$ cat src/design/frfg_pkg.sv
// Shared definitions for the frame rate fallback governor.
// Holds item and finish codes, register indexes and reset values.
// No dependencies.
package frfg_pkg;

	localparam int RATE_W    = 6;
	localparam int BUDGET_W  = 10;
	localparam int OVLIM_W   = 8;
	localparam int RUN_W     = 16;
	localparam int COUNT_W   = 32;
	localparam int TIME_W    = 32;
	localparam int CFG_IDX_W = 3;
	localparam int CFG_DATA_W = 16;

	localparam logic [RATE_W-1:0]   TARGET_RATE_RST     = 6'd20;
	localparam logic [RATE_W-1:0]   FALLBACK_RATE_RST   = 6'd15;
	localparam logic [BUDGET_W-1:0] TARGET_BUDGET_RST   = 10'd50;
	localparam logic [BUDGET_W-1:0] FALLBACK_BUDGET_RST = 10'd66;
	localparam logic [OVLIM_W-1:0]  OVERRUN_LIMIT_RST   = 8'd5;
	localparam logic [RUN_W-1:0]    RECOVER_LIMIT_RST   = 16'd100;

	localparam int MS_PER_S_W = 10;
	localparam logic [MS_PER_S_W-1:0] MS_PER_S = 10'd1000;

	typedef enum logic [1:0] {
		MODE_FRAME     = 2'd0,
		MODE_REC_START = 2'd1,
		MODE_REC_STOP  = 2'd2,
		MODE_STREAM    = 2'd3
	} mode_t;

	typedef enum logic [1:0] {
		FIN_NONE       = 2'd0,
		FIN_DURATION   = 2'd1,
		FIN_STOPPED    = 2'd2,
		FIN_STORE_FAIL = 2'd3
	} finish_t;

	typedef enum logic [CFG_IDX_W-1:0] {
		CFG_TARGET_RATE     = 3'd0,
		CFG_FALLBACK_RATE   = 3'd1,
		CFG_TARGET_BUDGET   = 3'd2,
		CFG_FALLBACK_BUDGET = 3'd3,
		CFG_OVERRUN_LIMIT   = 3'd4,
		CFG_RECOVER_LIMIT   = 3'd5
	} cfg_idx_t;

endpackage

$ cat src/design/frame_rate_fallback_governor.sv
// Top level of the frame rate fallback governor: input register, state update and result register.
// Depends on frfg_pkg.
//
// One transaction in gives one result transaction out. Items are accepted one per cycle unless
// the result stalls: an input register holds the item, the state update and result are computed
// from it and loaded into the result register together with the new state, so the next item
// may follow immediately. The duration of a recording is converted to milliseconds once, at
// record start, by a single 32 by 10 bit multiply; frame outcomes then only subtract and
// compare timestamps. Both stages stall only when a result is waiting and out_ready is low.
// Configuration writes take effect at the clock edge of cfg_we.
module frame_rate_fallback_governor (
	input  logic                               clk,
	input  logic                               arst_n,

	input  logic                               cfg_we,
	input  logic [frfg_pkg::CFG_IDX_W-1:0]     cfg_addr,
	input  logic [frfg_pkg::CFG_DATA_W-1:0]    cfg_data,

	input  logic                               in_valid,
	output logic                               in_ready,
	input  logic [1:0]                         mode,
	input  logic                               captured,
	input  logic [15:0]                        frame_time,
	input  logic                               queued,
	input  logic                               store_ok,
	input  logic                               enable,
	input  logic [frfg_pkg::TIME_W-1:0]        duration_s,
	input  logic [frfg_pkg::TIME_W-1:0]        now_ms,

	output logic                               out_valid,
	input  logic                               out_ready,
	output logic [frfg_pkg::RATE_W-1:0]        rate_now,
	output logic                               stream_on,
	output logic                               record_on,
	output logic                               accepted,
	output logic [1:0]                         finish_code,
	output logic [frfg_pkg::COUNT_W-1:0]       frames_recorded,
	output logic [frfg_pkg::COUNT_W-1:0]       frames_dropped
);

	localparam int RUN_W   = frfg_pkg::RUN_W;
	localparam int COUNT_W = frfg_pkg::COUNT_W;
	localparam int TIME_W  = frfg_pkg::TIME_W;
	localparam int PROD_W  = TIME_W + frfg_pkg::MS_PER_S_W;

	// Configuration registers.
	logic [frfg_pkg::RATE_W-1:0]   target_rate_q, fallback_rate_q;
	logic [frfg_pkg::BUDGET_W-1:0] target_budget_q, fallback_budget_q;
	logic [frfg_pkg::OVLIM_W-1:0]  overrun_limit_q;
	logic [RUN_W-1:0]              recover_limit_q;

	always_ff @(posedge clk or negedge arst_n) begin
		if (!arst_n) begin
			target_rate_q     <= frfg_pkg::TARGET_RATE_RST;
			fallback_rate_q   <= frfg_pkg::FALLBACK_RATE_RST;
			target_budget_q   <= frfg_pkg::TARGET_BUDGET_RST;
			fallback_budget_q <= frfg_pkg::FALLBACK_BUDGET_RST;
			overrun_limit_q   <= frfg_pkg::OVERRUN_LIMIT_RST;
			recover_limit_q   <= frfg_pkg::RECOVER_LIMIT_RST;
		end else if (cfg_we) begin
			case (frfg_pkg::cfg_idx_t'(cfg_addr))
				frfg_pkg::CFG_TARGET_RATE:     target_rate_q     <= cfg_data[frfg_pkg::RATE_W-1:0];
				frfg_pkg::CFG_FALLBACK_RATE:   fallback_rate_q   <= cfg_data[frfg_pkg::RATE_W-1:0];
				frfg_pkg::CFG_TARGET_BUDGET:   target_budget_q   <= cfg_data[frfg_pkg::BUDGET_W-1:0];
				frfg_pkg::CFG_FALLBACK_BUDGET: fallback_budget_q <= cfg_data[frfg_pkg::BUDGET_W-1:0];
				frfg_pkg::CFG_OVERRUN_LIMIT:   overrun_limit_q   <= cfg_data[frfg_pkg::OVLIM_W-1:0];
				frfg_pkg::CFG_RECOVER_LIMIT:   recover_limit_q   <= cfg_data[RUN_W-1:0];
				default: ;
			endcase
		end
	end

	// Input stage.
	logic              valid_s1;
	logic [1:0]        mode_s1;
	logic              captured_s1, queued_s1, store_ok_s1, enable_s1;
	logic [15:0]       frame_time_s1;
	logic [TIME_W-1:0] duration_s1, now_s1;
	logic              out_load, advance_s1;

	assign out_load   = !out_valid || out_ready;
	assign advance_s1 = valid_s1 && out_load;
	assign in_ready   = !valid_s1 || out_load;

	always_ff @(posedge clk or negedge arst_n) begin
		if (!arst_n) begin
			valid_s1 <= 1'b0;
		end else if (in_ready) begin
			valid_s1 <= in_valid;
		end
	end

	always_ff @(posedge clk) begin
		if (in_valid && in_ready) begin
			mode_s1       <= mode;
			captured_s1   <= captured;
			frame_time_s1 <= frame_time;
			queued_s1     <= queued;
			store_ok_s1   <= store_ok;
			enable_s1     <= enable;
			duration_s1   <= duration_s;
			now_s1        <= now_ms;
		end
	end

	// Governor state. The record limit is kept in milliseconds, with a flag for limits that
	// can never be reached by a 32-bit elapsed time (including no limit at all).
	logic               streaming_q, recording_q, on_fallback_q;
	logic [RUN_W-1:0]   overrun_run_q, good_run_q;
	logic [COUNT_W-1:0] recorded_q, dropped_q;
	logic [TIME_W-1:0]  limit_ms_q, start_ms_q;
	logic               no_limit_q;

	logic               streaming_d, recording_d, on_fallback_d;
	logic [RUN_W-1:0]   overrun_run_d, good_run_d;
	logic [COUNT_W-1:0] recorded_d, dropped_d;
	logic [TIME_W-1:0]  limit_ms_d, start_ms_d;
	logic               no_limit_d;
	logic               accepted_d;
	frfg_pkg::finish_t  finish_d;

	logic [PROD_W-1:0]  duration_ms;
	logic [TIME_W-1:0]  elapsed;
	logic               expired, overrun, is_good;
	logic [frfg_pkg::BUDGET_W-1:0] budget;
	logic [RUN_W-1:0]   overrun_inc, good_inc;

	assign duration_ms = PROD_W'(duration_s1) * PROD_W'(frfg_pkg::MS_PER_S);
	assign elapsed     = now_s1 - start_ms_q;
	assign expired     = !no_limit_q && (elapsed >= limit_ms_q);
	assign budget      = (on_fallback_q && !recording_q) ? fallback_budget_q : target_budget_q;
	assign overrun_inc = (&overrun_run_q) ? overrun_run_q : overrun_run_q + 1'b1;
	assign good_inc    = (&good_run_q) ? good_run_q : good_run_q + 1'b1;

	always_comb begin
		streaming_d   = streaming_q;
		recording_d   = recording_q;
		on_fallback_d = on_fallback_q;
		overrun_run_d = overrun_run_q;
		good_run_d    = good_run_q;
		recorded_d    = recorded_q;
		dropped_d     = dropped_q;
		limit_ms_d    = limit_ms_q;
		start_ms_d    = start_ms_q;
		no_limit_d    = no_limit_q;
		accepted_d    = 1'b0;
		finish_d      = frfg_pkg::FIN_NONE;
		overrun       = 1'b0;
		is_good       = 1'b0;

		case (frfg_pkg::mode_t'(mode_s1))
			frfg_pkg::MODE_FRAME: begin
				if (recording_q) begin
					accepted_d = 1'b1;
					if (expired) begin
						recording_d = 1'b0;
						finish_d    = frfg_pkg::FIN_DURATION;
					end else begin
						if (captured_s1 && store_ok_s1) begin
							recorded_d = (&recorded_q) ? recorded_q : recorded_q + 1'b1;
						end else begin
							dropped_d = (&dropped_q) ? dropped_q : dropped_q + 1'b1;
						end
						on_fallback_d = 1'b0;
						overrun       = !captured_s1 || (frame_time_s1 > 16'(target_budget_q));
						is_good       = 1'b1;
						if (captured_s1 && !store_ok_s1) begin
							recording_d = 1'b0;
							finish_d    = frfg_pkg::FIN_STORE_FAIL;
						end
					end
				end else if (streaming_q) begin
					accepted_d = 1'b1;
					overrun    = !captured_s1 || (frame_time_s1 > 16'(budget)) || !queued_s1;
					is_good    = 1'b1;
				end

				// Run bookkeeping shared by recording and stream frames.
				if (is_good) begin
					overrun_run_d = overrun ? overrun_inc : '0;
					good_run_d    = overrun ? '0 : good_inc;
				end
				if (is_good && !recording_q) begin
					if (!on_fallback_q && (overrun_run_d >= RUN_W'(overrun_limit_q))) begin
						on_fallback_d = 1'b1;
						overrun_run_d = '0;
					end
					if (on_fallback_d && (good_run_d >= recover_limit_q)) begin
						on_fallback_d = 1'b0;
						good_run_d    = '0;
					end
				end
			end
			frfg_pkg::MODE_REC_START: begin
				if (!recording_q && store_ok_s1) begin
					accepted_d    = 1'b1;
					recording_d   = 1'b1;
					limit_ms_d    = duration_ms[TIME_W-1:0];
					no_limit_d    = (duration_s1 == '0) || (duration_ms[PROD_W-1:TIME_W] != '0);
					start_ms_d    = now_s1;
					recorded_d    = '0;
					dropped_d     = '0;
					on_fallback_d = 1'b0;
					overrun_run_d = '0;
					good_run_d    = '0;
				end
			end
			frfg_pkg::MODE_REC_STOP: begin
				if (recording_q) begin
					accepted_d  = 1'b1;
					recording_d = 1'b0;
					finish_d    = frfg_pkg::FIN_STOPPED;
				end
			end
			frfg_pkg::MODE_STREAM: begin
				accepted_d  = 1'b1;
				streaming_d = enable_s1;
			end
			default: ;
		endcase
	end

	always_ff @(posedge clk or negedge arst_n) begin
		if (!arst_n) begin
			streaming_q   <= 1'b0;
			recording_q   <= 1'b0;
			on_fallback_q <= 1'b0;
			overrun_run_q <= '0;
			good_run_q    <= '0;
			recorded_q    <= '0;
			dropped_q     <= '0;
			limit_ms_q    <= '0;
			start_ms_q    <= '0;
			no_limit_q    <= 1'b1;
		end else if (advance_s1) begin
			streaming_q   <= streaming_d;
			recording_q   <= recording_d;
			on_fallback_q <= on_fallback_d;
			overrun_run_q <= overrun_run_d;
			good_run_q    <= good_run_d;
			recorded_q    <= recorded_d;
			dropped_q     <= dropped_d;
			limit_ms_q    <= limit_ms_d;
			start_ms_q    <= start_ms_d;
			no_limit_q    <= no_limit_d;
		end
	end

	// Result register.
	always_ff @(posedge clk or negedge arst_n) begin
		if (!arst_n) begin
			out_valid <= 1'b0;
		end else if (out_load) begin
			out_valid <= valid_s1;
		end
	end

	always_ff @(posedge clk) begin
		if (advance_s1) begin
			rate_now        <= (recording_d || !on_fallback_d) ? target_rate_q : fallback_rate_q;
			stream_on       <= streaming_d;
			record_on       <= recording_d;
			accepted        <= accepted_d;
			finish_code     <= finish_d;
			frames_recorded <= recorded_d;
			frames_dropped  <= dropped_d;
		end
	end

`ifndef SYNTHESIS
	// A transaction that ends a recording never reports the recording as still active.
	assert property (@(posedge clk) disable iff (!arst_n)
		out_valid |-> !(record_on && (finish_code != frfg_pkg::FIN_NONE)))
		else $error("finish code reported while recording is still active");

	// Recording pins the target rate, so the fallback flag stays clear throughout.
	assert property (@(posedge clk) disable iff (!arst_n)
		recording_q |-> !on_fallback_q)
		else $error("fallback flag set during a recording");

	// The overrun and good runs are never counting at the same time.
	assert property (@(posedge clk) disable iff (!arst_n)
		!((overrun_run_q != '0) && (good_run_q != '0)))
		else $error("overrun and good runs both nonzero");

	// No new transaction is taken while both stages are full and the result is stalled.
	assert property (@(posedge clk) disable iff (!arst_n)
		(valid_s1 && out_valid && !out_ready) |-> !in_ready)
		else $error("input accepted while the pipeline is stalled");
`endif

endmodule

$ cat config.mk
export PLATFORM = sky130hd
export DESIGN_NAME = frame_rate_fallback_governor
export DESIGN_NICKNAME = d
export VERILOG_FILES = /design/src/design/frfg_pkg.sv /design/src/design/frame_rate_fallback_governor.sv
export SDC_FILE = /design/constraint.sdc
export NUM_CORES = 1
export LEC_CHECK = 0
export ABC_AREA = 1
export BUFFER_PORTS_ARGS = -buffer_cell sky130_fd_sc_hd__clkbuf_2
export CAP_MARGIN = 20
export CORE_MARGIN = 2
export CORE_UTILIZATION = 57
export CTS_BUF_LIST = sky130_fd_sc_hd__clkbuf_4
export DETAILED_ROUTE_END_ITERATION = 8
export PLACE_DENSITY_LB_ADDON = 0.2
export SLEW_MARGIN = 10
export SYNTH_ARGS = -nofsm -noshare
export SYNTH_HDL_FRONTEND = slang
export SYNTH_SLANG_ARGS = --single-unit
$ cat constraint.sdc
create_clock -name clk -period 5.4 [get_ports clk]
set_clock_uncertainty 0.15 [all_clocks]
set_input_delay 0.81 -clock clk [delete_from_list [all_inputs] [get_ports clk]]
set_output_delay 0.81 -clock clk [all_outputs]
set_load 0.02 [all_outputs]
==> impl_metrics.tcl <==
set metrics [dict create \
    status "finished, violations left" \
    violations "setup timing" \
    hpwl_um 45500 \
    num_rows 77 \
    grt_max_degree 121 \
    fin_crit_ns 6.32 \
    die_area_mm2 0.0466 \
    arrival_ns 6.76 \
    syn-instance-count 2878 \
    cpMostUsedCell "nand2_1" \
    path_class "reg2reg" \
    htree_levels 3 \
    grt_antenna_before_repair 2 \
    syn_area_mm2 0.0256 \
    ys_types 60 \
    hold_violations 0 \
    die_x_um 216 \
    hold_class "in2reg" \
    io_pins 187 \
    clkSinkCount 380 \
    timing.final.ws_setup_ns -0.924 \
    cp-end-kind "register" \
    fin_nets 3873 \
    routed_wl_um 66700 \
    die_h_um 216 \
    synth_top_family_by_area "adder cells" \
    cts_tree "yes" \
    place_congestion 0.960 \
    cts_made_buffers 101 \
    track_usage_pct 28.1 \
    synthAdderAreaFrac_pct 19.5 \
    dr.pass1.iters 5 \
    async_flop_share_pct 57.6 \
    peakVddDrop_mv 0.349 \
    drive_gt1_share_pct 25.2 \
    drtIter0Drc 1924 \
    tightest_slew_ns 1.31 \
    grt_pass1_wl_um 107000 \
    clk_latency_ns 0.85 \
    ys_warn_count 0 \
    slowest_delay_ns 0.37 \
    crit_required_ns 5.84 \
    synth_edf_count 161 \
    cts_buffer_depth 3 \
    slew_headroom_pct 12.5 \
    place_ws_ns -0.970 \
    maxSlewViolCount 0 \
    synthMuxAreaShare_pct 0.0440 \
    powerDensity_mw_per_mm2 577 \
    grt_pass1_vias 22400 \
    cp_num_buf_inv 6 \
    yosysSeqAreaShare_pct 40.4 \
    synth_ff_type "dfrtp_1" \
    vias 22500 \
    fmax_mhz 158 \
    avgSynthCellArea_um2 8.90 \
    area_growth_pct 26.8 \
    synth_nets 3316 \
    start_util_pct 57.8 \
    drc_errors 0 \
    clockRootBuffer "clkbuf_4" \
    vias_per_cell 5.46 \
    cpLargestDelayFamily "compound AO/OA/AOI/OAI gates" \
    start_kind "register" \
    post_drt_wl_per_cell_um 16.2 \
    port_buffers 186 \
    p_leak_nw 15.3 \
    clkSlewWorstSetupHoldPaths_ns 0.06 \
    synthSimpleGateAreaFrac_pct 16.5 \
    cap_violations 0 \
    synth-seq-cells 380 \
    finalPower_mw 18.7 \
    synth_compound_area_share_pct 13.0 \
    setup-violations-final 87 \
    rsz0062_at_grt "yes" \
    ant_nets 0 \
    synthXorXnorAreaFrac_pct 2.50 \
    slowest_stage "dfrtp_1" \
    grt-ovfl-total 0 \
    critical_path.max_fanout 7 \
    core_area_mm2 0.0443 \
    finalCritPeriodShare_pct 117 \
]
per-stage QoR:
stage	std cells	hold slack, ns	instance area [um^2]	setup TNS [ns]	util, %
3_3_place_gp	3721	0.312	28200	-23.00	63.6
2_1_floorplan	2878	0.298	25800	-6.80	-
3_5_place_dp	3721	0.320	28200	-31.42	63.6
4_1_cts	4035	0.00352	30900	-22.53	69.8
6_report	4116	0.0796	32500	-35.56	73.3
5_1_grt	4116	0.0377	32500	-69.82	73.3
registers in the layout, indices dropped and copies added (netlist names), 8 cells and up:
signal and flops:
duration_s1 32, start_ms_q 32, frame_time_s1 16, dropped_q 32
frames_dropped 32, recover_limit_q 16, good_run_q 16, fallback_budget_q 10
target_budget_q 10, limit_ms_q 29, recorded_q 32, overrun_limit_q 8
now_s1 32, overrun_run_q 16, frames_recorded 32
Yosys cell counts (3+ instances only):
master	n	area (um^2)
nand2_1	505	1900
inv_1	479	1800
o21ai_0	283	1420
ha_1	209	2620
dfrtp_1	202	5050
edfxtp_1	161	4830
a21oi_1	151	756
nor2_1	143	537
nand3_1	142	711
fa_1	119	2380
o22ai_1	69	432
xor2_1	55	482
clkbuf_1	49	184
nor3_1	46	230
nand4_1	37	231
o21ai_1	22	110
xnor2_1	18	158
dfstp_2	17	447
a31oi_1	15	93.8
nor4_1	15	93.8
nor2_2	10	62.6
o31ai_1	10	75.1
or2_2	10	62.6
a21o_1	8	60.1
nor3_2	8	80.1
o211ai_1	8	60.1
nand2_2	7	43.8
buf_1	6	22.5
inv_2	6	22.5
o21ai_2	6	52.6
nand2_4	5	56.3
o21a_1	5	37.5
a21oi_2	4	35.0
nand3_2	4	40.0
o21bai_1	4	30.0
a21boi_0	3	22.5
a21boi_1	3	22.5
a221oi_1	3	26.3
nand2_8	3	60.1
nor2_4	3	33.8
layout make-up:
| cell class | instances | area (um^2) |
|---|---|---|
| multi-input combinational | 1953 | 14400 |
| fill | 3263 | 11800 |
| sequential | 380 | 10300 |
| timing repair buffer | 511 | 3760 |
| inverter | 488 | 1860 |
| clock buffer | 172 | 1290 |
| tap | 592 | 741 |
| clock inverter | 19 | 111 |
| antenna | 1 | 2.50 |
report_power, final:
group / internal [mW] / total [mW] / switching, mW
clock: 1.48 / 2.71 / 1.24
combinational: 4.69 / 11.5 / 6.84
sequential: 3.95 / 4.49 / 0.544
total: 10.1 / 18.7 / 8.62
final timing paths:
path                                           start                          endpoint  slack (ns)  cells past startpoint
max                        start_ms_q[2]$_DFFE_PN0P_             rate_now[4]$_DFFE_PP_       -0.92                     43
min reg2reg                     now_s1[31]$_DFFE_PP_        start_ms_q[31]$_DFFE_PN0P_        0.33                      2
max reg2reg                start_ms_q[2]$_DFFE_PN0P_             rate_now[4]$_DFFE_PP_       -0.92                     43
min in group asynchronous                     arst_n        limit_ms_q[17]$_DFFE_PN0P_        0.53                      2
max in group asynchronous                     arst_n  fallback_budget_q[1]$_DFFE_PN1P_        3.49                      3
min                                     cfg_data[14]   recover_limit_q[14]$_DFFE_PN0P_        0.08                      3
tightest hold or removal path, delay by kind of cell:
kind	cells	cell delay, ns
buf+inv	1	0.08
simple gates	1	0.04
compound gates	1	0.10
layout by cell type, fill, tap and decap left out, types with 41 or more instances in the layout:
cell type / instances
a21oi_1: 130
buf_4: 208
clkbuf_2: 185
clkbuf_4: 172
dfrtp_1: 202
dlygate4sd3_1: 90
edfxtp_1: 161
fa_1: 118
ha_1: 200
inv_1: 468
nand2_1: 486
nand3_1: 97
nand3_2: 41
nor2_1: 125
nor3_1: 41
o21ai_0: 205
o21ai_1: 66
o22ai_1: 56
xor2_1: 54
kinds of logic after synthesis:
logic type / after synthesis
xor gates and xnor gates: 73
AOI/OAI and AO/OA: 605
DFF: 380
and+or+nand+nor: 945
adders and majority gates: 328
buffers and inverters: 546
muxes: 1
metal layers:
metal	GRT usage [%]	wire length, um
met2	45.7	31300
met1	38.5	29600
met3	4.65	4150
met4	9.68	1580
met5	0	11
what timing repair did:
| item | CTS | global route |
|---|---|---|
| buffers inserted | 33 | 80 |
| pin swaps | 29 | 75 |
| hold endpoints to repair | 207 | 0 |
| setup endpoints to repair | 39 | 113 |
| hold buffers | 90 | 0 |
| gates cloned | 1 | 0 |
| resized for setup | 47 | 250 |
Power figures use the tool's default switching activity.
